**src/sv/hpq_pkg.sv**
```systemverilog
// Package for the min-heap priority queue: widths, codes, beat and entry types.
`timescale 1ns / 1ps

package hpq_pkg;

   localparam int KEY_BITS     = 16;
   localparam int PAYLOAD_BITS = 32;
   localparam int OCC_BITS     = 9;
   localparam int DEF_CAPACITY = 256;

   localparam logic KIND_INSERT  = 1'b0;
   localparam logic KIND_EXTRACT = 1'b1;

   localparam logic [1:0] STATUS_OK    = 2'd0;
   localparam logic [1:0] STATUS_EMPTY = 2'd1;
   localparam logic [1:0] STATUS_FULL  = 2'd2;

   typedef struct packed {
      logic                    kind;
      logic [KEY_BITS-1:0]     entry_key;
      logic [PAYLOAD_BITS-1:0] entry_payload;
   } req_type;

   typedef struct packed {
      logic [KEY_BITS-1:0]     out_key;
      logic [PAYLOAD_BITS-1:0] out_payload;
      logic [1:0]              status;
      logic [OCC_BITS-1:0]     occupancy;
   } rsp_type;

   typedef struct packed {
      logic [KEY_BITS-1:0]     key;
      logic [PAYLOAD_BITS-1:0] payload;
   } entry_type;

   typedef struct packed {
      logic rd_en;
      logic wr_en;
   } mem_cmd_type;

   typedef enum logic [3:0] {
      ST_IDLE,
      ST_UP,
      ST_UP_CMP,
      ST_EX_RD,
      ST_EX_LOAD,
      ST_DN,
      ST_DN_SEL,
      ST_DN_CMP,
      ST_RESP
   } state_type;

endpackage

```
**src/sv/hpq_cmp.sv**
```systemverilog
// Shared key comparator: flags a strictly below b.
`timescale 1ns / 1ps

module hpq_cmp (
   input  logic [hpq_pkg::KEY_BITS-1:0] a_key,
   input  logic [hpq_pkg::KEY_BITS-1:0] b_key,
   output logic                         lt
);
   import hpq_pkg::*;

   assign lt = (a_key < b_key);

endmodule

```
**config.mk**
```make
export PLATFORM = sky130hd
export DESIGN_NAME = hpq_cmp
export DESIGN_NICKNAME = d
export VERILOG_FILES = /design/src/sv/hpq_pkg.sv /design/src/sv/hpq_cmp.sv
export SDC_FILE = /design/constraint.sdc
export NUM_CORES = 1
export LEC_CHECK = 0
export BUFFER_PORTS_ARGS = -buffer_cell sky130_fd_sc_hd__buf_2
export CAP_MARGIN = 40
export CORE_AREA = 5 5 45 47
export DETAILED_ROUTE_END_ITERATION = 8
export DIE_AREA = 0 0 50 52
export GPL_TIMING_DRIVEN = 0
export MAX_ROUTING_LAYER = met4
export PLACE_DENSITY_LB_ADDON = 0.05
export SKIP_LAST_GASP = 1
export SYNTH_ARGS = -nofsm -noshare
export SYNTH_HDL_FRONTEND = slang
export SYNTH_SLANG_ARGS = --single-unit
```
**constraint.sdc**
```tcl
create_clock -name vclk -period 3.2
set_clock_uncertainty 0.1 [all_clocks]
set_input_delay 0.48 -clock vclk [all_inputs]
set_output_delay 0.48 -clock vclk [all_outputs]
set_load 0.1 [all_outputs]
```
## After elaboration in Yosys (flattened, before gate mapping)

Index checks and enable logic that the tools add are counted.

| word-level totals | value |
|---|---|
| bits in registers | 0 |
| output and inout bits | 1 |
| word-level logic and storage cells | 1 |
| bits of input ports | 32 |

| operators by class | value |
|---|---|
| order comparisons | 1 |

Operator list:

| cell | number |
|---|---|
| 16-bit < comparator | 1 |

## Depth between registers and ports, before layout

| depth | value |
|---|---|
| depth in word-level cells | 1 |
| mapped depth | 6 |
| gate-level depth less buffers | 6 |

## Least setup slack after synthesis

Ideal clock, no wire load.

| timing | value |
|---|---|
| kind | input-to-output |
| start | input port b_key[13] (netlist name) |
| end | output port lt |
| path buffers | 0 |
| setup slack | -270 ps |
| data required time | 2620 ps |
| data arrival time | 2890 ps |
| stages | 6 |
| cell sequence | inv_1 -> ha_1 -> a21o_1 -> a21o_1 -> a221o_1 -> a21oi_1 |

| on the way | value |
|---|---|
| word-level cells in the longest chain between the ends | 1 |

RTL lines:

| element | RTL line | RTL |
|---|---|---|
| from (decl) | hpq_cmp.sv:6 | `input logic [hpq_pkg::KEY_BITS-1:0] b_key,` |
| 16-bit < comparator | hpq_cmp.sv:11 | `assign lt = (a_key < b_key);` |
| to (decl) | hpq_cmp.sv:7 | `output logic lt` |

No other way between the ends.

## Worst setup path after layout

| timing | value |
|---|---|
| start | input port a_key[13] (netlist name) |
| end | output port lt |

| on the way | value |
|---|---|
| word-level cells in the longest chain between the ends | 1 |

RTL lines:

| element | RTL line | RTL |
|---|---|---|
| from (decl) | hpq_cmp.sv:5 | `input logic [hpq_pkg::KEY_BITS-1:0] a_key,` |
| 16-bit < comparator | hpq_cmp.sv:11 |  |

No other way between the ends.

==> summary.txt <==
Placement
  • Hpwl dp: a little over 800 um
  • IO buf count: 33
  • Inst Count DP: approximately 100
  • RePlAce Congestion: approximately 0.63
  • Placed inst area: approximately 570 sq um

Worst setup path
  • Slowest cell on the critical path: buf_2
  • Crit path arrival time: 2080 ps
  • Crit end category: primary output
  • Top Family by Delay on Critical Path: compound AO/OA/AOI/OAI gates
  • CP Class: in -> out
  • Worst path max stage delay: 430 ps
  • Worst endpoint required time: approximately 2600 ps
  • WP buf/inv: 2
  • Startpoint Class: primary input
  • CP cell instances: buf_2, ha_1, a21o_1, a21o_1, a221o_1, a21oi_2, buf_2
  • CP max FO: 2

Die
  • Total core area: 1610 sq um
  • Starting density of the core: a little under a quarter
  • Ports: 33
  • DIE AREA: 2600 sq um
  • Row cnt: 15
  • Chip height: around 52 um
  • Die extent in x: 50 um

Synth
  • Synth Area in XOR/XNOR: 0%
  • Synthesis warning total: 0
  • Cells after synthesis: 52
  • Seq/Total Area, Yosys: 0%
  • Cell taking the most area after synthesis: ha_1
  • Avg Cell Area, Syn: roughly 7.2 sq um
  • Adder-cell share of the synthesized area: 50.0%
  • Compound-gate portion of the synthesized area: between 20 and 25%
  • Area share of the largest cell type after synthesis: between 50% and 60%
  • Syn_nets: 99
  • Top cells by area, synth: ha_1 50%, inv_1 17%, a21o_1 6.0%
  • Mux cell area share after synthesis: 0%
  • Synth cell types: 15
  • Post-synthesis simple-gate area fraction: about 11%
  • Largest family of logic cells by synthesized area: adder cells
  • Cell Area, Synth: approximately 380 sq um

Cells and area
  • Fillers: approximately 200
  • Layout Cells excl Fill: between 100 and 150
  • Final Cell Area: 566 sq um
  • Final-layout clock buffer total: 0
  • Inserted Diodes: 0
  • Multi-input gate area: 315 sq um
  • Most frequent cells in the layout: 33 x buf_2, 17 x inv_1, 15 x ha_1
  • Seq cells: 0
  • Nets: approximately 130
  • P&R area growth vs syn: 50.7%
  • Commonest non-fill, non-tap cell in the layout: buf_2
  • FF/Latch Area: 0 sq um
  • Layout cells sized above 1: 40.0%

Global route
  • Vias in the first global route: 373
  • GRT Util Overall: between 5 and 6%
  • First-pass GRT wire length: 1220 um
  • Gr ovfl total: 0
  • Antenna violations before repair: 0
  • Largest net degree at the start of global routing: 4

Route
  • Vias: about 440
  • Drt pass-1 iters: 1
  • 1st-iter DRT viols: 0
  • WL per Instance: roughly 7.9 um
  • WL final: around 800 um
  • DRC: 0
  • DRT antenna net count: 0
  • Post-DR vias/cell: 4.26

STA
  • Setup Viol. Count Final: 0
  • Final TNS setup: 0 ps
  • RSZ-0062 raised after global routing: no
  • Post-route clock period utilization: roughly 83%
  • Fin. max-slew vios: 0
  • Fmax: 0.376 GHz
  • Final min period: 2660 ps
  • Worst Tran Pin Value: a little under 500 ps
  • Final hold vios: 0
  • Worst rel slew slack: 67.7%
  • WHS: ~1500 ps

Clock network
  • Post-CTS resize count: 0
  • Hold-fix buffers, CTS: 0
  • Post-CTS Setup Inserts: 0

Power and ir drop
  • Power Density: around 130 nW/um^2
  • LEAKAGE: 0.393 nW
  • Maximum vdd ir drop: between 0.03 and 0.04 mV

Hold path
  • Hold Path Class: in -> out

Outcome
  • Status: complete, no violations

Job
  • Max-cap violation count: 0
==> metrics by stage <==
| step | power [mW] | setup slack (ps) | util [%] |
|---|---|---|---|
| 2_1_floorplan | 0.0448 | 349 | - |
| 3_3_place_gp | 0.0721 | 527 | 35.0 |
| 3_5_place_dp | 0.0724 | 520 | 35.0 |
| 6_report | 0.0707 | 538 | 35.0 |
| 4_1_cts | 0.0729 | 520 | 35.0 |
| 5_1_grt | 0.0818 | 458 | 35.0 |
==> cells in the mapped netlist, drive strengths merged <==
cell type  count
a2111oi        1
a21o           3
a21oi          3
a221o          1
and3           1
ha            15
inv           17
nand2          2
nand2b         1
nand4          2
nor2           1
nor3           1
o21a           1
o21ai          2
o311ai         1
==> logic make-up after synthesis <==
logic type,count (synthesis)
AOI/OAI and AO/OA,12
adders and majority gates,15
and+or+nand+nor,8
buffers and inverters,17
==> report_power, final <==
| group | switching (mW) | internal (mW) | total (mW) | leakage [nW] |
|---|---|---|---|---|
| clock | 0 | 0 | 0 | 0 |
| sequential | 0 | 0 | 0 | 0 |
| combinational | 0.0367 | 0.0340 | 0.0707 | 0.393 |
==> tightest hold or removal path, delay by kind of cell <==
family,cells,cell delay [ps]
buf+inv,2,360
compound gates,2,150
fa+ha+maj,1,130
==> cell type report <==
class / count / share of cell area [%]
well taps: 17 / 3.76
multi-input cells: 35 / 55.8
inverters: 17 / 11.3
repair buffers: 33 / 29.2
==> path summary, 6_finish.rpt <==
path  depth (start not counted)  slack [ps]  endpoint       from
max                           7         540        lt  a_key[13]
min                           5        1510        lt  a_key[15]
==> routing by layer <==
| layer | global-route usage [%] | part of all wire, % |
|---|---|---|
| met5 | - | 0 |
| met3 | 0.860 | 12 |
| met4 | 0 | 0 |
| met1 | 6.29 | 38 |
| met2 | 10.9 | 49 |
Power figures use the tool's default switching activity.
