`src/sv/hpq_pkg.sv`:
```
// Package for the min-heap priority queue: widths, codes, beat and entry types.
`timescale 1ns / 1ps

package hpq_pkg;

   localparam int KEY_BITS     = 16;
   localparam int PAYLOAD_BITS = 32;
   localparam int OCC_BITS     = 9;
   localparam int DEF_CAPACITY = 256;

   localparam logic KIND_INSERT  = 1'b0;
   localparam logic KIND_EXTRACT = 1'b1;

   localparam logic [1:0] STATUS_OK    = 2'd0;
   localparam logic [1:0] STATUS_EMPTY = 2'd1;
   localparam logic [1:0] STATUS_FULL  = 2'd2;

   typedef struct packed {
      logic                    kind;
      logic [KEY_BITS-1:0]     entry_key;
      logic [PAYLOAD_BITS-1:0] entry_payload;
   } req_type;

   typedef struct packed {
      logic [KEY_BITS-1:0]     out_key;
      logic [PAYLOAD_BITS-1:0] out_payload;
      logic [1:0]              status;
      logic [OCC_BITS-1:0]     occupancy;
   } rsp_type;

   typedef struct packed {
      logic [KEY_BITS-1:0]     key;
      logic [PAYLOAD_BITS-1:0] payload;
   } entry_type;

   typedef struct packed {
      logic rd_en;
      logic wr_en;
   } mem_cmd_type;

   typedef enum logic [3:0] {
      ST_IDLE,
      ST_UP,
      ST_UP_CMP,
      ST_EX_RD,
      ST_EX_LOAD,
      ST_DN,
      ST_DN_SEL,
      ST_DN_CMP,
      ST_RESP
   } state_type;

endpackage

```
`src/sv/hpq_seq.sv`:
```
// Heap sequencer: sift-up and sift-down walks, entry count and result register.
`timescale 1ns / 1ps

module hpq_seq #(
   parameter int CAPACITY = hpq_pkg::DEF_CAPACITY,
   parameter int AW       = $clog2(CAPACITY)
) (
   input  logic                          clock,
   input  logic                          reset,
   input  logic                          req_valid,
   output logic                          req_stall,
   input  hpq_pkg::req_type              req_data,
   output logic                          rsp_valid,
   input  logic                          rsp_stall,
   output hpq_pkg::rsp_type              rsp_data,
   output hpq_pkg::mem_cmd_type          mem_cmd,
   output logic [AW-1:0]                 wr_addr,
   output hpq_pkg::entry_type            wr_data,
   output logic [AW-1:0]                 rd_addr_a,
   output logic [AW-1:0]                 rd_addr_b,
   input  hpq_pkg::entry_type            rd_data_a,
   input  hpq_pkg::entry_type            rd_data_b,
   output logic [hpq_pkg::KEY_BITS-1:0]  cmp_a,
   output logic [hpq_pkg::KEY_BITS-1:0]  cmp_b,
   input  logic                          cmp_lt
);
   import hpq_pkg::*;

   localparam int CW = $clog2(CAPACITY + 1);
   localparam int IW = CW + 1;

   state_type      state_ff, state_in;
   logic [CW-1:0]  count_ff, count_in;
   logic [IW-1:0]  idx_ff, idx_in;
   logic [IW-1:0]  sel_idx_ff, sel_idx_in;
   entry_type      cur_ff, cur_in;
   entry_type      sel_ff, sel_in;
   entry_type      out_ff, out_in;
   logic [1:0]     status_ff, status_in;
   logic           rsp_valid_ff, rsp_valid_in;
   rsp_type        rsp_ff, rsp_in;

   logic           req_take;
   logic           rsp_free;
   logic           heap_full;
   logic           heap_empty;
   logic [IW-1:0]  count_ext;
   logic [IW-1:0]  child;
   logic [IW-1:0]  child_r;
   logic [IW-1:0]  parent;
   logic [IW-1:0]  idx_m1, child_m1, child_r_m1, parent_m1, last_m1;
   logic           take_right;

   assign req_stall  = (state_ff != ST_IDLE);
   assign req_take   = req_valid && !req_stall;
   assign rsp_free   = !rsp_valid_ff || !rsp_stall;
   assign heap_full  = (count_ff == CW'(CAPACITY));
   assign heap_empty = (count_ff == '0);
   assign count_ext  = IW'(count_ff);
   assign child      = {idx_ff[IW-2:0], 1'b0};
   assign child_r    = {idx_ff[IW-2:0], 1'b1};
   assign parent     = idx_ff >> 1;
   assign idx_m1     = idx_ff - IW'(1);
   assign child_m1   = child - IW'(1);
   assign child_r_m1 = child_r - IW'(1);
   assign parent_m1  = parent - IW'(1);
   assign last_m1    = count_ext - IW'(1);
   assign take_right = (child < count_ext) && cmp_lt;

   // shared comparator operands
   always_comb begin
      cmp_a = '0;
      cmp_b = '0;
      case (state_ff)
         ST_UP_CMP: begin
            cmp_a = cur_ff.key;
            cmp_b = rd_data_a.key;
         end
         ST_DN_SEL: begin
            cmp_a = rd_data_b.key;
            cmp_b = rd_data_a.key;
         end
         ST_DN_CMP: begin
            cmp_a = sel_ff.key;
            cmp_b = cur_ff.key;
         end
         default: begin
            cmp_a = '0;
            cmp_b = '0;
         end
      endcase
   end

   always_comb begin
      state_in = state_ff;
      case (state_ff)
         ST_IDLE: begin
            if (req_take) begin
               if (req_data.kind == KIND_INSERT) begin
                  state_in = heap_full ? ST_RESP : ST_UP;
               end else begin
                  state_in = heap_empty ? ST_RESP : ST_EX_RD;
               end
            end
         end
         ST_UP:      state_in = (idx_ff == IW'(1)) ? ST_RESP : ST_UP_CMP;
         ST_UP_CMP:  state_in = cmp_lt ? ST_UP : ST_RESP;
         ST_EX_RD:   state_in = ST_EX_LOAD;
         ST_EX_LOAD: state_in = ST_DN;
         ST_DN:      state_in = (child <= count_ext) ? ST_DN_SEL : ST_RESP;
         ST_DN_SEL:  state_in = ST_DN_CMP;
         ST_DN_CMP:  state_in = cmp_lt ? ST_DN : ST_RESP;
         ST_RESP:    state_in = rsp_free ? ST_IDLE : ST_RESP;
         default:    state_in = ST_IDLE;
      endcase
   end

   always_comb begin
      count_in     = count_ff;
      idx_in       = idx_ff;
      sel_idx_in   = sel_idx_ff;
      cur_in       = cur_ff;
      sel_in       = sel_ff;
      out_in       = out_ff;
      status_in    = status_ff;
      rsp_in       = rsp_ff;
      rsp_valid_in = rsp_valid_ff && rsp_stall;
      mem_cmd      = '0;
      wr_addr      = idx_m1[AW-1:0];
      wr_data      = cur_ff;
      rd_addr_a    = parent_m1[AW-1:0];
      rd_addr_b    = child_r_m1[AW-1:0];
      case (state_ff)
         ST_IDLE: begin
            if (req_take) begin
               cur_in    = '{key: req_data.entry_key, payload: req_data.entry_payload};
               out_in    = '0;
               status_in = STATUS_OK;
               if (req_data.kind == KIND_INSERT) begin
                  if (heap_full) begin
                     status_in = STATUS_FULL;
                  end else begin
                     count_in = count_ff + CW'(1);
                     idx_in   = count_ext + IW'(1);
                  end
               end else if (heap_empty) begin
                  status_in = STATUS_EMPTY;
               end
            end
         end
         ST_UP: begin
            if (idx_ff == IW'(1)) begin
               mem_cmd.wr_en = 1'b1;
            end else begin
               mem_cmd.rd_en = 1'b1;
            end
         end
         ST_UP_CMP: begin
            mem_cmd.wr_en = 1'b1;
            if (cmp_lt) begin
               // move the parent down and climb one level
               wr_data = rd_data_a;
               idx_in  = parent;
            end
         end
         ST_EX_RD: begin
            mem_cmd.rd_en = 1'b1;
            rd_addr_a     = '0;
            rd_addr_b     = last_m1[AW-1:0];
         end
         ST_EX_LOAD: begin
            out_in   = rd_data_a;
            cur_in   = rd_data_b;
            count_in = count_ff - CW'(1);
            idx_in   = IW'(1);
         end
         ST_DN: begin
            if (child <= count_ext) begin
               mem_cmd.rd_en = 1'b1;
               rd_addr_a     = child_m1[AW-1:0];
            end else begin
               mem_cmd.wr_en = 1'b1;
            end
         end
         ST_DN_SEL: begin
            // equal keys keep the left child
            sel_in     = take_right ? rd_data_b : rd_data_a;
            sel_idx_in = take_right ? child_r : child;
         end
         ST_DN_CMP: begin
            mem_cmd.wr_en = 1'b1;
            if (cmp_lt) begin
               wr_data = sel_ff;
               idx_in  = sel_idx_ff;
            end
         end
         ST_RESP: begin
            if (rsp_free) begin
               rsp_valid_in = 1'b1;
               rsp_in       = '{out_key:     out_ff.key,
                                out_payload: out_ff.payload,
                                status:      status_ff,
                                occupancy:   OCC_BITS'(count_ff)};
            end
         end
         default: begin
            mem_cmd = '0;
         end
      endcase
   end

   always_ff @(posedge clock) begin
      if (reset) begin
         state_ff     <= ST_IDLE;
         count_ff     <= '0;
         rsp_valid_ff <= 1'b0;
      end else begin
         state_ff     <= state_in;
         count_ff     <= count_in;
         rsp_valid_ff <= rsp_valid_in;
      end
   end

   always_ff @(posedge clock) begin
      idx_ff     <= idx_in;
      sel_idx_ff <= sel_idx_in;
      cur_ff     <= cur_in;
      sel_ff     <= sel_in;
      out_ff     <= out_in;
      status_ff  <= status_in;
      rsp_ff     <= rsp_in;
   end

   assign rsp_valid = rsp_valid_ff;
   assign rsp_data  = rsp_ff;

`ifndef NO_ASSERTIONS
   a_count_bound: assert property (@(posedge clock) disable iff (reset)
      count_ff <= CW'(CAPACITY))
      else $error("entry count above capacity");

   a_up_index: assert property (@(posedge clock) disable iff (reset)
      (state_ff == ST_UP || state_ff == ST_UP_CMP) |->
         (idx_ff != '0 && idx_ff <= count_ext))
      else $error("sift-up index outside the heap");

   a_full_status: assert property (@(posedge clock) disable iff (reset)
      (state_ff == ST_RESP && status_ff == STATUS_FULL) |-> heap_full)
      else $error("full status with room left");

   a_rsp_source: assert property (@(posedge clock) disable iff (reset)
      $rose(rsp_valid_ff) |-> $past(state_ff) == ST_RESP)
      else $error("result beat raised outside the response step");
`endif

endmodule

```
`config.mk`:
```
export PLATFORM = sky130hd
export DESIGN_NAME = hpq_seq
export DESIGN_NICKNAME = d
export VERILOG_FILES = /design/src/sv/hpq_pkg.sv /design/src/sv/hpq_seq.sv
export SDC_FILE = /design/constraint.sdc
export NUM_CORES = 1
export LEC_CHECK = 0
export ABC_AREA = 1
export BUFFER_PORTS_ARGS = -buffer_cell sky130_fd_sc_hd__buf_2
export CAP_MARGIN = 25
export CORE_MARGIN = 5
export CORE_UTILIZATION = 53
export CTS_CLUSTER_DIAMETER = 100
export CTS_CLUSTER_SIZE = 20
export DETAILED_ROUTE_END_ITERATION = 6
export PLACE_DENSITY = 0.8
export SYNTH_ARGS = -nofsm -noshare
export SYNTH_HDL_FRONTEND = slang
export SYNTH_SLANG_ARGS = --single-unit
```
`constraint.sdc`:
```
create_clock -name clock -period 11.12 [get_ports clock]
set_input_delay 1.112 -clock clock [delete_from_list [all_inputs] [get_ports clock]]
set_output_delay 1.112 -clock clock [all_outputs]
set_load 0.02 [all_outputs]
```
=== Word level (Yosys, flattened, before mapping) ===
Cells that the tools add are included.

* Add/sub/neg operators: 8
* Multiply operators: 0
* Div/mod/pow operators: 0
* Order comparisons: 2
* Equal/unequal tests: 15
* Shift operators: 0
* Mux-type cells: 45
* Bitwise gates (word level): 0
* Reduce and logical (&&, ||, !) cells: 19

{| class="wikitable"
|+ Operators with widths
! cell !! number
|-
| 48-bit one-hot mux with 2 select lines || 3
|-
| 48-bit two-way mux || 5
|-
| 10-bit two-way mux || 5
|-
| 16-bit one-hot mux with 3 select lines || 1
|-
| 10-bit one-hot mux with 4 select lines || 1
|-
| 8-bit by 1-bit subtractor with 8-bit output, second input constant || 5
|-
| 4-bit two-way mux || 9
|-
| 4-bit one-hot mux with 9 select lines || 1
|-
| 16-bit one-hot mux with 2 select lines || 1
|-
| 9-bit two-way mux || 3
|-
| 9-bit one-hot mux with 2 select lines || 1
|-
| 4-bit by 3-bit == test with 1-bit output, second input constant || 4
|-
| 8-bit two-way mux || 2
|-
| 8-bit one-hot mux with 2 select lines || 1
|-
| 9-bit by 1-bit adder with 10-bit output, second input constant || 1
|-
| 10-bit by 1-bit == test with 1-bit output, second input constant || 1
|-
| 10-bit by 9-bit less-or-equal comparator with 1-bit output || 1
|-
| 10-bit by 9-bit less-than comparator with 1-bit output || 1
|-
| 2-bit != test, second input constant || 5
|-
| 9-bit by 1-bit adder with 9-bit output, second input constant || 1
|-
| 9-bit == test, second input constant || 1
|-
| 9-bit logical NOT || 1
|-
| 9-bit by 1-bit subtractor with 9-bit output, second input constant || 1
|-
| 4-bit by 2-bit == test with 1-bit output, second input constant || 2
|-
| 15 further kinds || 32
|}

* Register bits after elaboration: 239
* Latch bits: 0
* RAM bits: 0
* Memory bits (read-only): 0
* Input bits: 150
* Output and inout port bits: 167
* Logic and storage cells: 105
* Memories: 0

=== Longest topological paths before layout ===
Gate-level depths: netlist of the first run.

* Depth in word-level cells: 5
* Gate-level depth with buffers: 15
* Depth with buffers taken out: 13

=== Least setup slack after synthesis of the first run ===
OpenSTA, ideal clock, no wires.

* Path type: input -> register
* Start: input req_valid
* End: register cur_ff[0] in the netlist's numbering, enable pin
* Setup time: 0.683 ns
* Arrival time: 7.888 ns
* Data required time: 10.437 ns
* Path slack: 2.549 ns
* Stages: 2
* Path buffers: 0
* Cells stage by stage: inv_1 o21ai_0

* Word-level cells in the longest chain between the ends: 3

{| class="wikitable"
|+ RTL lines
! what !! RTL line !! text
|-
| from (decl) || hpq_seq.sv:10 || <nowiki>input logic req_valid,</nowiki>
|-
| 1-bit logical AND || hpq_seq.sv:55 || <nowiki>assign req_take = req_valid && !req_stall;</nowiki>
|-
| 2-bit != test (no line) || -- ||
|-
| 2-bit AND reduction (no line) || -- ||
|-
| to (signal assigned) || hpq_seq.sv:227 || <nowiki>cur_ff <= cur_in;</nowiki>
|-
| to (decl) || hpq_seq.sv:36 || <nowiki>entry_type cur_ff, cur_in;</nowiki>
|}

Every way passes these cells.
A chain may end at the register's enable or synchronous reset.

==> results of run 1 <==
-- where the power goes --
group | switching (W) | internal, W
sequential | 0.000110 | 0.00129
clock | 0.000292 | 0.000257
combinational | 0.00103 | 0.000435
-- worst max-delay path, cell delays in order --
cell and delay [ns]:
buf_2 0.12, inv_2 0.49, nor2_4 0.23, inv_2 0.60, nand2_2 0.12, inv_2 0.57
nand2_1 0.13, o211ai_1 0.12, buf_2 0.20
-- registers in the layout (all words and copies together) (netlist names) --
signal / count
rsp_data: 59
idx_ff: 10
cur_ff: 48
status_ff: 2
out_ff: 48
state_ff: 4
sel_ff: 48
rsp_valid: 1
count_ff: 9
sel_idx_ff: 10
-- final timing paths --
path	from	endpoint	slack, ns	cells after the start
setup / recovery	cmp_lt	wr_data[22]	6.26	9
setup reg to reg	count_ff[7]	sel_ff[47]	7.73	9
hold reg to reg	out_ff[38]	rsp_data[49]	0.42	0
hold / removal	out_ff[38]	rsp_data[49]	0.42	0
-- metal layers --
| layer | global-route usage | share of wire | vias to the layer above |
|---|---|---|---|
| met2 | 0.428 | 0.47 | 629 |
| met1 | 0.337 | 0.38 | 4664 |
| li1 | - | - | 4709 |
| met5 | 0 | 0 | - |
| met4 | 0.117 | 0.047 | 0 |
| met3 | 0.0497 | 0.10 | 122 |
-- synth_stat cells (2+ instances only) --
| cell | count | area, µm² |
|---|---|---|
| o21bai_1 | 2 | 15.0 |
| nand4_1 | 5 | 31.3 |
| nor2_4 | 5 | 56.3 |
| nor3_1 | 4 | 20.0 |
| o221ai_1 | 16 | 140 |
| xnor2_1 | 4 | 35.0 |
| ha_1 | 21 | 263 |
| nand2_1 | 373 | 1400 |
| o2111ai_1 | 2 | 17.5 |
| nor2_2 | 7 | 43.8 |
| dfxtp_1 | 14 | 280 |
| a21oi_1 | 25 | 125 |
| nor2_1 | 98 | 368 |
| o22ai_1 | 30 | 188 |
| buf_4 | 3 | 22.5 |
| xor2_1 | 21 | 184 |
| inv_2 | 9 | 33.8 |
| buf_2 | 31 | 155 |
| inv_1 | 124 | 465 |
| buf_6 | 5 | 56.3 |
| nand3_1 | 30 | 150 |
| nand3_2 | 2 | 20.0 |
| o211ai_1 | 39 | 293 |
| a31oi_1 | 2 | 12.5 |
| nand3b_1 | 16 | 120 |
| o21ai_1 | 29 | 145 |
| o21ai_0 | 46 | 230 |
| nand2_2 | 7 | 43.8 |
| o31ai_1 | 3 | 22.5 |
| clkbuf_1 | 13 | 48.8 |
| edfxtp_1 | 225 | 6760 |
-- stage by stage --
stage | cell area, µm² | std cells | hold slack, ns | setup WS [ns] | total power, W
6_report | 14000 | 1798 | 0.415 | 6.26 | 0.00341
5_1_grt | 14000 | 1798 | 0.422 | 6.02 | 0.00361
4_1_cts | 14000 | 1796 | 0.399 | 6.27 | 0.00342
3_5_place_dp | 13600 | 1770 | 0.405 | 6.28 | 0.00287
3_3_place_gp | 13600 | 1770 | 0.401 | 6.48 | 0.00283
2_1_floorplan | 11800 | 1221 | 0.400 | 2.55 | 0.00243
-- cell families after synthesis --
| logic type | after synthesis | share of synthesized area |
|---|---|---|
| xor+xnor | 25 | 0.0185 |
| fa+ha+maj | 22 | 0.0239 |
| compound gates | 198 | 0.103 |
| simple gates | 549 | 0.193 |
| buf+inv | 188 | 0.0673 |
| flops | 239 | 0.595 |
-- area by class of cell --
cell class / count / area (µm²) / share of cell area
Sequential cell: 239 / 7040 / 0.503
Multi-Input combinational cell: 794 / 4030 / 0.288
Timing Repair Buffer: 323 / 1630 / 0.117
Inverter: 134 / 505 / 0.0361
Clock buffer: 25 / 413 / 0.0295
Tap cell: 280 / 350 / 0.0250
Clock inverter: 1 / 8.76 / 0.000626
Antenna cell: 2 / 5.00 / 0.000358
==> results.cfg, run 1 <==
[yosys]
syn-cell-area_um2 = 11800
ys_seq_elements = 239
ys.flop_type = edfxtp_1
synth_edf_count = 225
synthesis.nets = 1393
syn_inst = 1221
synth_seq_area_share = 0.595
yosysWarnings = 0
syn_area_per_cell_um2 = 9.69
ys_async_sr_fraction = 0
ys_types = 41

[clocking]
cts_resized = 0
worstSkewPairLatency_ns = 0.49
root_buffer = clkbuf_16
clock_sinks = 239
h-tree-depth = 1
tritoncts = done
hold_buffers = 0
clkTransAtPathRegs_ns = 0.09
cts_made_buffers = 15
clock_path_buffers = 3
postCtsSetupRepairBufs = 0

[worst_setup_path]
required_ns = 10.01
arrival_ns = 3.75
start_kind = input port
crit_path_end_kind = output pin
crit_type = input port to output pin
cp_max_fo = 34

[finish]
layout_commonest_cell = nand2_1
finalNetCount = 1679
drive_gt1_frac = 0.247
area_delta_synth_final_pct = 18.2
fill_cells = 1806
layout_common_cells = 372 x nand2_1, 316 x buf_2, 225 x edfxtp_1
utilization = 0.639

[timing]
rsz0062_at_grt = false
setup_viol = 0
maxSlewViolCount = 0
post-route-period-util = 0.437
slew_headroom = 0.318
final-hold-violation-count = 0
finalCriticalPeriod_ns = 4.86
clock_skew_ns = 0.0230
fmax_mhz = 206
tightest_slew_ns = 1.02
finalSetupTns_ns = 0

[floorplanning]
core_area_um2 = 21900
ios = 317
die_w_um = 159
start_util = 0.541
core.rowCount = 54
die_height_um = 159
design.die.area_um2 = 25400

[global_routing]
grt_pass1_wl_um = 53700
first_global_vias = 10100
overflow = 0
grt_max_degree = 74
antenna_found_initial = 2
globalRouteTotalUtil = 0.260

[drt]
drc_errors = 0
detail-route-antenna-nets = 0
wl_per_cell_um = 19.2
drt-total-wl_um = 34600
drt_iter0_markers = 1057
dr_total_vias = 10100
dr.pass1.iters = 6
vias_per_cell = 5.63

[job]
drv_cap = 0

[power]
peakVddDrop_mv = 0.143
power_density_nw_per_um2 = 244
p_leak_nw = 6.26

[placement]
place_congestion = 0.983
dp_hpwl_um = 24200
io_buffers = 316

[status]
status = completed

[hold_path]
hold_path_class = flip-flop to flip-flop
(Power assumes the default switching activity.)
==> run 2: changes to the inputs <==
- clock period: 11.12 -> 4.7 ns (I/O delays scaled with it)
==> run 2 against run 1 <==
  * The run now ends with DRC left
  * Critical path depth shrank 2
  * Non-clock buffer count grew 5
  * First-iteration DRC count shrank 20%
  * Clock skew shrank 0.0089 ns
  * Flip-flop and latch count is the same
  * Wire length shrank 1.6%
  * Setup slack lost 5.2 ns
  * Sequential power grew 140%
  * Cell count grew 0.28%
  * Clock power grew 130%
  * Register-to-register slack lost 6.1 ns
  * Critical path type is now flip-flop to output pin
  * Critical endpoint is now cmp_a[15]
  * Highest routed layer unchanged
==> results.cfg, run 2 (synthesized netlist as in run 1, its figures left out) <==
[drt]
vias_per_cell = 5.58
wl_met3_um = 3290
detail-route-antenna-nets = 0
drt_iter0_markers = 843
dr_total_vias = 10100
drt-total-wl_um = 34000
routed.top_layer = met4
wirelength_met1_um = 13000
drc_errors = 3
dr.pass1.iters = 7
wl_per_cell_um = 18.9
wl_met2_um = 16500

[job]
drv_cap = 0

[clocking]
clock_sinks = 239
worstSkewPairLatency_ns = 0.49
tritoncts = done
clkTransAtPathRegs_ns = 0.09
cts_resized = 0
postCtsSetupRepairBufs = 0
cts_made_buffers = 15
h-tree-depth = 1
hold_buffers = 0
root_buffer = clkbuf_16
clock_path_buffers = 3

[floorplanning]
core.rowCount = 54
die_height_um = 159
core_area_um2 = 21900
start_util = 0.541
ios = 317
design.die.area_um2 = 25400
die_w_um = 159

[timing]
setup_viol = 0
setup_ws_ns = 1.05
finalCriticalPeriod_ns = 3.65
rsz0062_at_grt = false
tightest_slew_ns = 0.940
clock_skew_ns = 0.0142
fmax_mhz = 274
finalSetupTns_ns = 0
final-hold-violation-count = 0
maxSlewViolCount = 0
slew_headroom = 0.372
post-route-period-util = 0.776

[status]
status = finished with violations
violations = DRC

[global_routing]
overflow = 0
grt_max_degree = 71
antenna_found_initial = 2
globalRouteTotalUtil = 0.258
first_global_vias = 10000
grt_pass1_wl_um = 53300

[placement]
place_congestion = 1.00
pre_cts_slack_ns = 1.22
io_buffers = 316
dp_cells = 1775
dp_hpwl_um = 24000

[hold_path]
hold_path_class = input port to flip-flop

[worst_setup_path]
start_kind = flip-flop
crit_slowest_cell = nor2_4
arrival_ns = 3.18
path_cells = inv_1 > nor2_2 > nand2_1 > nor2_4 > inv_1 > o221ai_1 > buf_2
crit_path_end_kind = output pin
cp_max_fo = 32
max_stage_delay_ns = 0.96
critPathMostFrequentCell = inv_1
required_ns = 4.23
crit_type = flip-flop to output pin
reg2reg_slack_ns = 1.67

[finish]
layout_commonest_cell = nand2_1
largest_reg_flops = 59
finalNonFillerCells = 1803
layout_common_cells = 372 x nand2_1, 316 x buf_2, 225 x edfxtp_1
drive_gt1_frac = 0.250
finalNetCount = 1684
area_delta_synth_final_pct = 18.5

[power]
power_density_nw_per_um2 = 575
peakVddDrop_mv = 0.361
p_leak_nw = 6.28
finalPower_w = 0.00806
## run 2: changes by cell type in the layout (fill, tap and decap cells not counted), sizes merged
| cell | delta |
|---|---|
| buf | +5 |
## run 2: area by class of cell
cell class	count	area, µm²
diodes	2	5.00
flip-flops and latches	239	7040
clock inverters	1	8.76
multi-input cells	794	4030
fillers	1853	7870
inverters	134	505
well taps	280	350
repair buffers	328	1670
clock buffers	25	413
## run 2: final timing paths
kind,from,end,depth (start not counted)
worst min-delay path,reset,count_ff[8],2
worst min register to register,out_ff[22],rsp_data[33],0
worst max-delay path,state_ff[1],cmp_a[15],7
worst max register to register,state_ff[1],sel_ff[2],5
## run 2: power by group
group          internal [W]  total (W)  switching [W]  leakage, nW
clock              0.000609    0.00129       0.000685        0.201
combinational       0.00105    0.00348        0.00243         3.85
sequential          0.00304    0.00329       0.000246         2.23
## run 2: per-stage QoR
stage               utilization  hold WS [ns]  instance area (µm²)
finish                    0.641         0.217                14000
global route              0.641         0.214                14000
global placement          0.621         0.400                13600
CTS                       0.640         0.206                14000
floorplan                     -         0.400                11800
detailed placement        0.621         0.405                13600
## run 2: routing by layer
| layer | vias to the layer above | global-route usage |
|---|---|---|
| met4 | 0 | 0.107 |
| li1 | 4717 | - |
| met2 | 555 | 0.422 |
| met1 | 4712 | 0.338 |
| met5 | - | 0 |
| met3 | 84 | 0.0554 |
## run 2: critical path, delay by kind of cell (launching register included)
kind / cells / cell delay [ns]
AND/OR/NAND/NOR: 3 / 1.65
buffers and inverters: 3 / 0.42
flip-flops: 1 / 0.41
AO/OA/AOI/OAI: 1 / 0.20
==> run 3: changes to the inputs <==
- clock period: 4.7 -> 3.6 ns (I/O delays scaled with it)
==> run 3 against run 2 <==
  * Non-clock buffer count up 6
  * Wire length is 1.3% higher
  * Sequential share of layout area fell by 0.28 points
  * Flip-flop and latch count is the same
  * Cell count is 0.28% higher
  * Total power up 32%
  * The run now ends clean
  * Utilization grew 0.37 points
  * Sequential power rose by 30%
  * Final area rose by 0.57%
==> results.cfg, run 3 (synthesized netlist as in run 1, its figures left out) <==
[status]
status = completed

[worst_setup_path]
cp_max_fo = 18
r2r_end = count_ff[8]
r2r-start = state_ff[3]
required_ns = 3.24
crit_family = simple AND/OR/NAND/NOR gates
reg2reg_slack_ns = 1.08
critPathBufInv = 2
start_kind = flip-flop
reg2regPathDepth = 12
arrival_ns = 2.77
max_stage_delay_ns = 0.57
crit_path_end_kind = output pin
path_cells = inv_1 > ha_1 > nand2_1 > nor2_1 > nand3_1 > nand3_2 > nand2_1 > nand2_2 > nand3_1 > o21ai_1 > buf_2
crit_slowest_cell = dfxtp_1
crit_type = flip-flop to output pin

[global_routing]
first_global_vias = 10100
antenna_found_initial = 2
grt_max_degree = 98
grt_pass1_wl_um = 53500
overflow = 0
globalRouteTotalUtil = 0.259

[hold_path]
hold_path_depth = 2
hold_path_class = input port to flip-flop
min_from = reset
whs_endpoint = count_ff[2]

[timing]
rsz0062_at_grt = false
tightest_slew_ns = 0.847
finalSetupTns_ns = 0
slew_headroom = 0.436
fmax_mhz = 319
clock_skew_ns = 0.0210
finalCriticalPeriod_ns = 3.13
setup_viol = 0
maxSlewViolCount = 0
post-route-period-util = 0.870
final-hold-violation-count = 0

[drt]
vias_per_cell = 5.58
detail-route-antenna-nets = 0
drc_errors = 0
drt-total-wl_um = 34500
dr.pass1.iters = 5
drt_iter0_markers = 904
wl_per_cell_um = 19.1
dr_total_vias = 10100

[placement]
dp_hpwl_um = 24400
dp_cells = 1781
place_congestion = 0.924
io_buffers = 316

[finish]
layout_commonest_cell = nand2_1
drive_gt1_frac = 0.253
fill_cells = 1792
finalNetCount = 1690
largest_reg_flops = 59
layout_common_cells = 372 x nand2_1, 316 x buf_2, 225 x edfxtp_1
finalNonFillerCells = 1808
register_area_um2 = 7040
area_delta_synth_final_pct = 19.2
multi_input_area_um2 = 4030
utilization = 0.644

[power]
p_leak_nw = 6.32
power_density_nw_per_um2 = 755
peakVddDrop_mv = 0.395

[floorplanning]
core.rowCount = 54
start_util = 0.541
die_height_um = 159
core_area_um2 = 21900
die_w_um = 159
ios = 317
design.die.area_um2 = 25400

[clocking]
hold_buffers = 0
postCtsSetupRepairBufs = 0
worstSkewPairLatency_ns = 0.50
cts_made_buffers = 15
clock_sinks = 239
cts_resized = 0
clkTransAtPathRegs_ns = 0.08
tritoncts = done
h-tree-depth = 1
clock_path_buffers = 3
root_buffer = clkbuf_16

[job]
drv_cap = 0
run 3: cell types whose count changed in the layout (fill, tap and decap cells not counted):
cell	before	now
diode_2	2	1
buf_4	12	15
buf_12	0	3
run 3: area by class of cell:
class | count | share of cell area
Tap cell | 280 | 0.0248
Clock buffer | 25 | 0.0293
Sequential cell | 239 | 0.499
Multi-Input combinational cell | 794 | 0.286
Timing Repair Buffer | 334 | 0.124
Clock inverter | 1 | 0.000621
Antenna cell | 1 | 0.000177
Inverter | 134 | 0.0358
run 3: per-layer routing:
metal | wire [µm] | up-vias | GRT usage
met2 | 16500 | 577 | 0.426
met1 | 13100 | 4693 | 0.332
met5 | 7 | - | 0
met4 | 1430 | 2 | 0.108
met3 | 3400 | 88 | 0.0585
li1 | - | 4729 | -
run 3: per-stage QoR:
step                      worst slack, ns  power (W)  cell area [µm²]  hold slack (ns)
after CTS                           0.488     0.0107            14100            0.112
after floorplan                     0.639    0.00738            11900            0.400
after global placement               1.09    0.00889            13700            0.401
after global routing                0.203     0.0113            14100            0.107
final                               0.468     0.0107            14100            0.123
after detailed placement             1.01    0.00900            13700            0.405
run 3: how the worst max path moves through the flow:
stage / cells past startpoint / slack, ns / start / endpoint
after floorplan: 5 / 0.64 / state_ff[3] / cur_ff[0]
after global placement: 7 / 1.09 / state_ff[0] / wr_data[31]
after detailed placement: 7 / 1.01 / state_ff[0] / wr_data[23]
after CTS: 7 / 0.49 / state_ff[0] / wr_data[23]
after global routing: 11 / 0.20 / count_ff[5] / rd_addr_a[7]
final: 11 / 0.47 / count_ff[5] / rd_addr_a[5]
run 3: report_power, final:
group          internal [W]  total, W  switching (W)
combinational       0.00143   0.00468        0.00325
sequential          0.00396   0.00428       0.000315
clock              0.000795   0.00169       0.000899
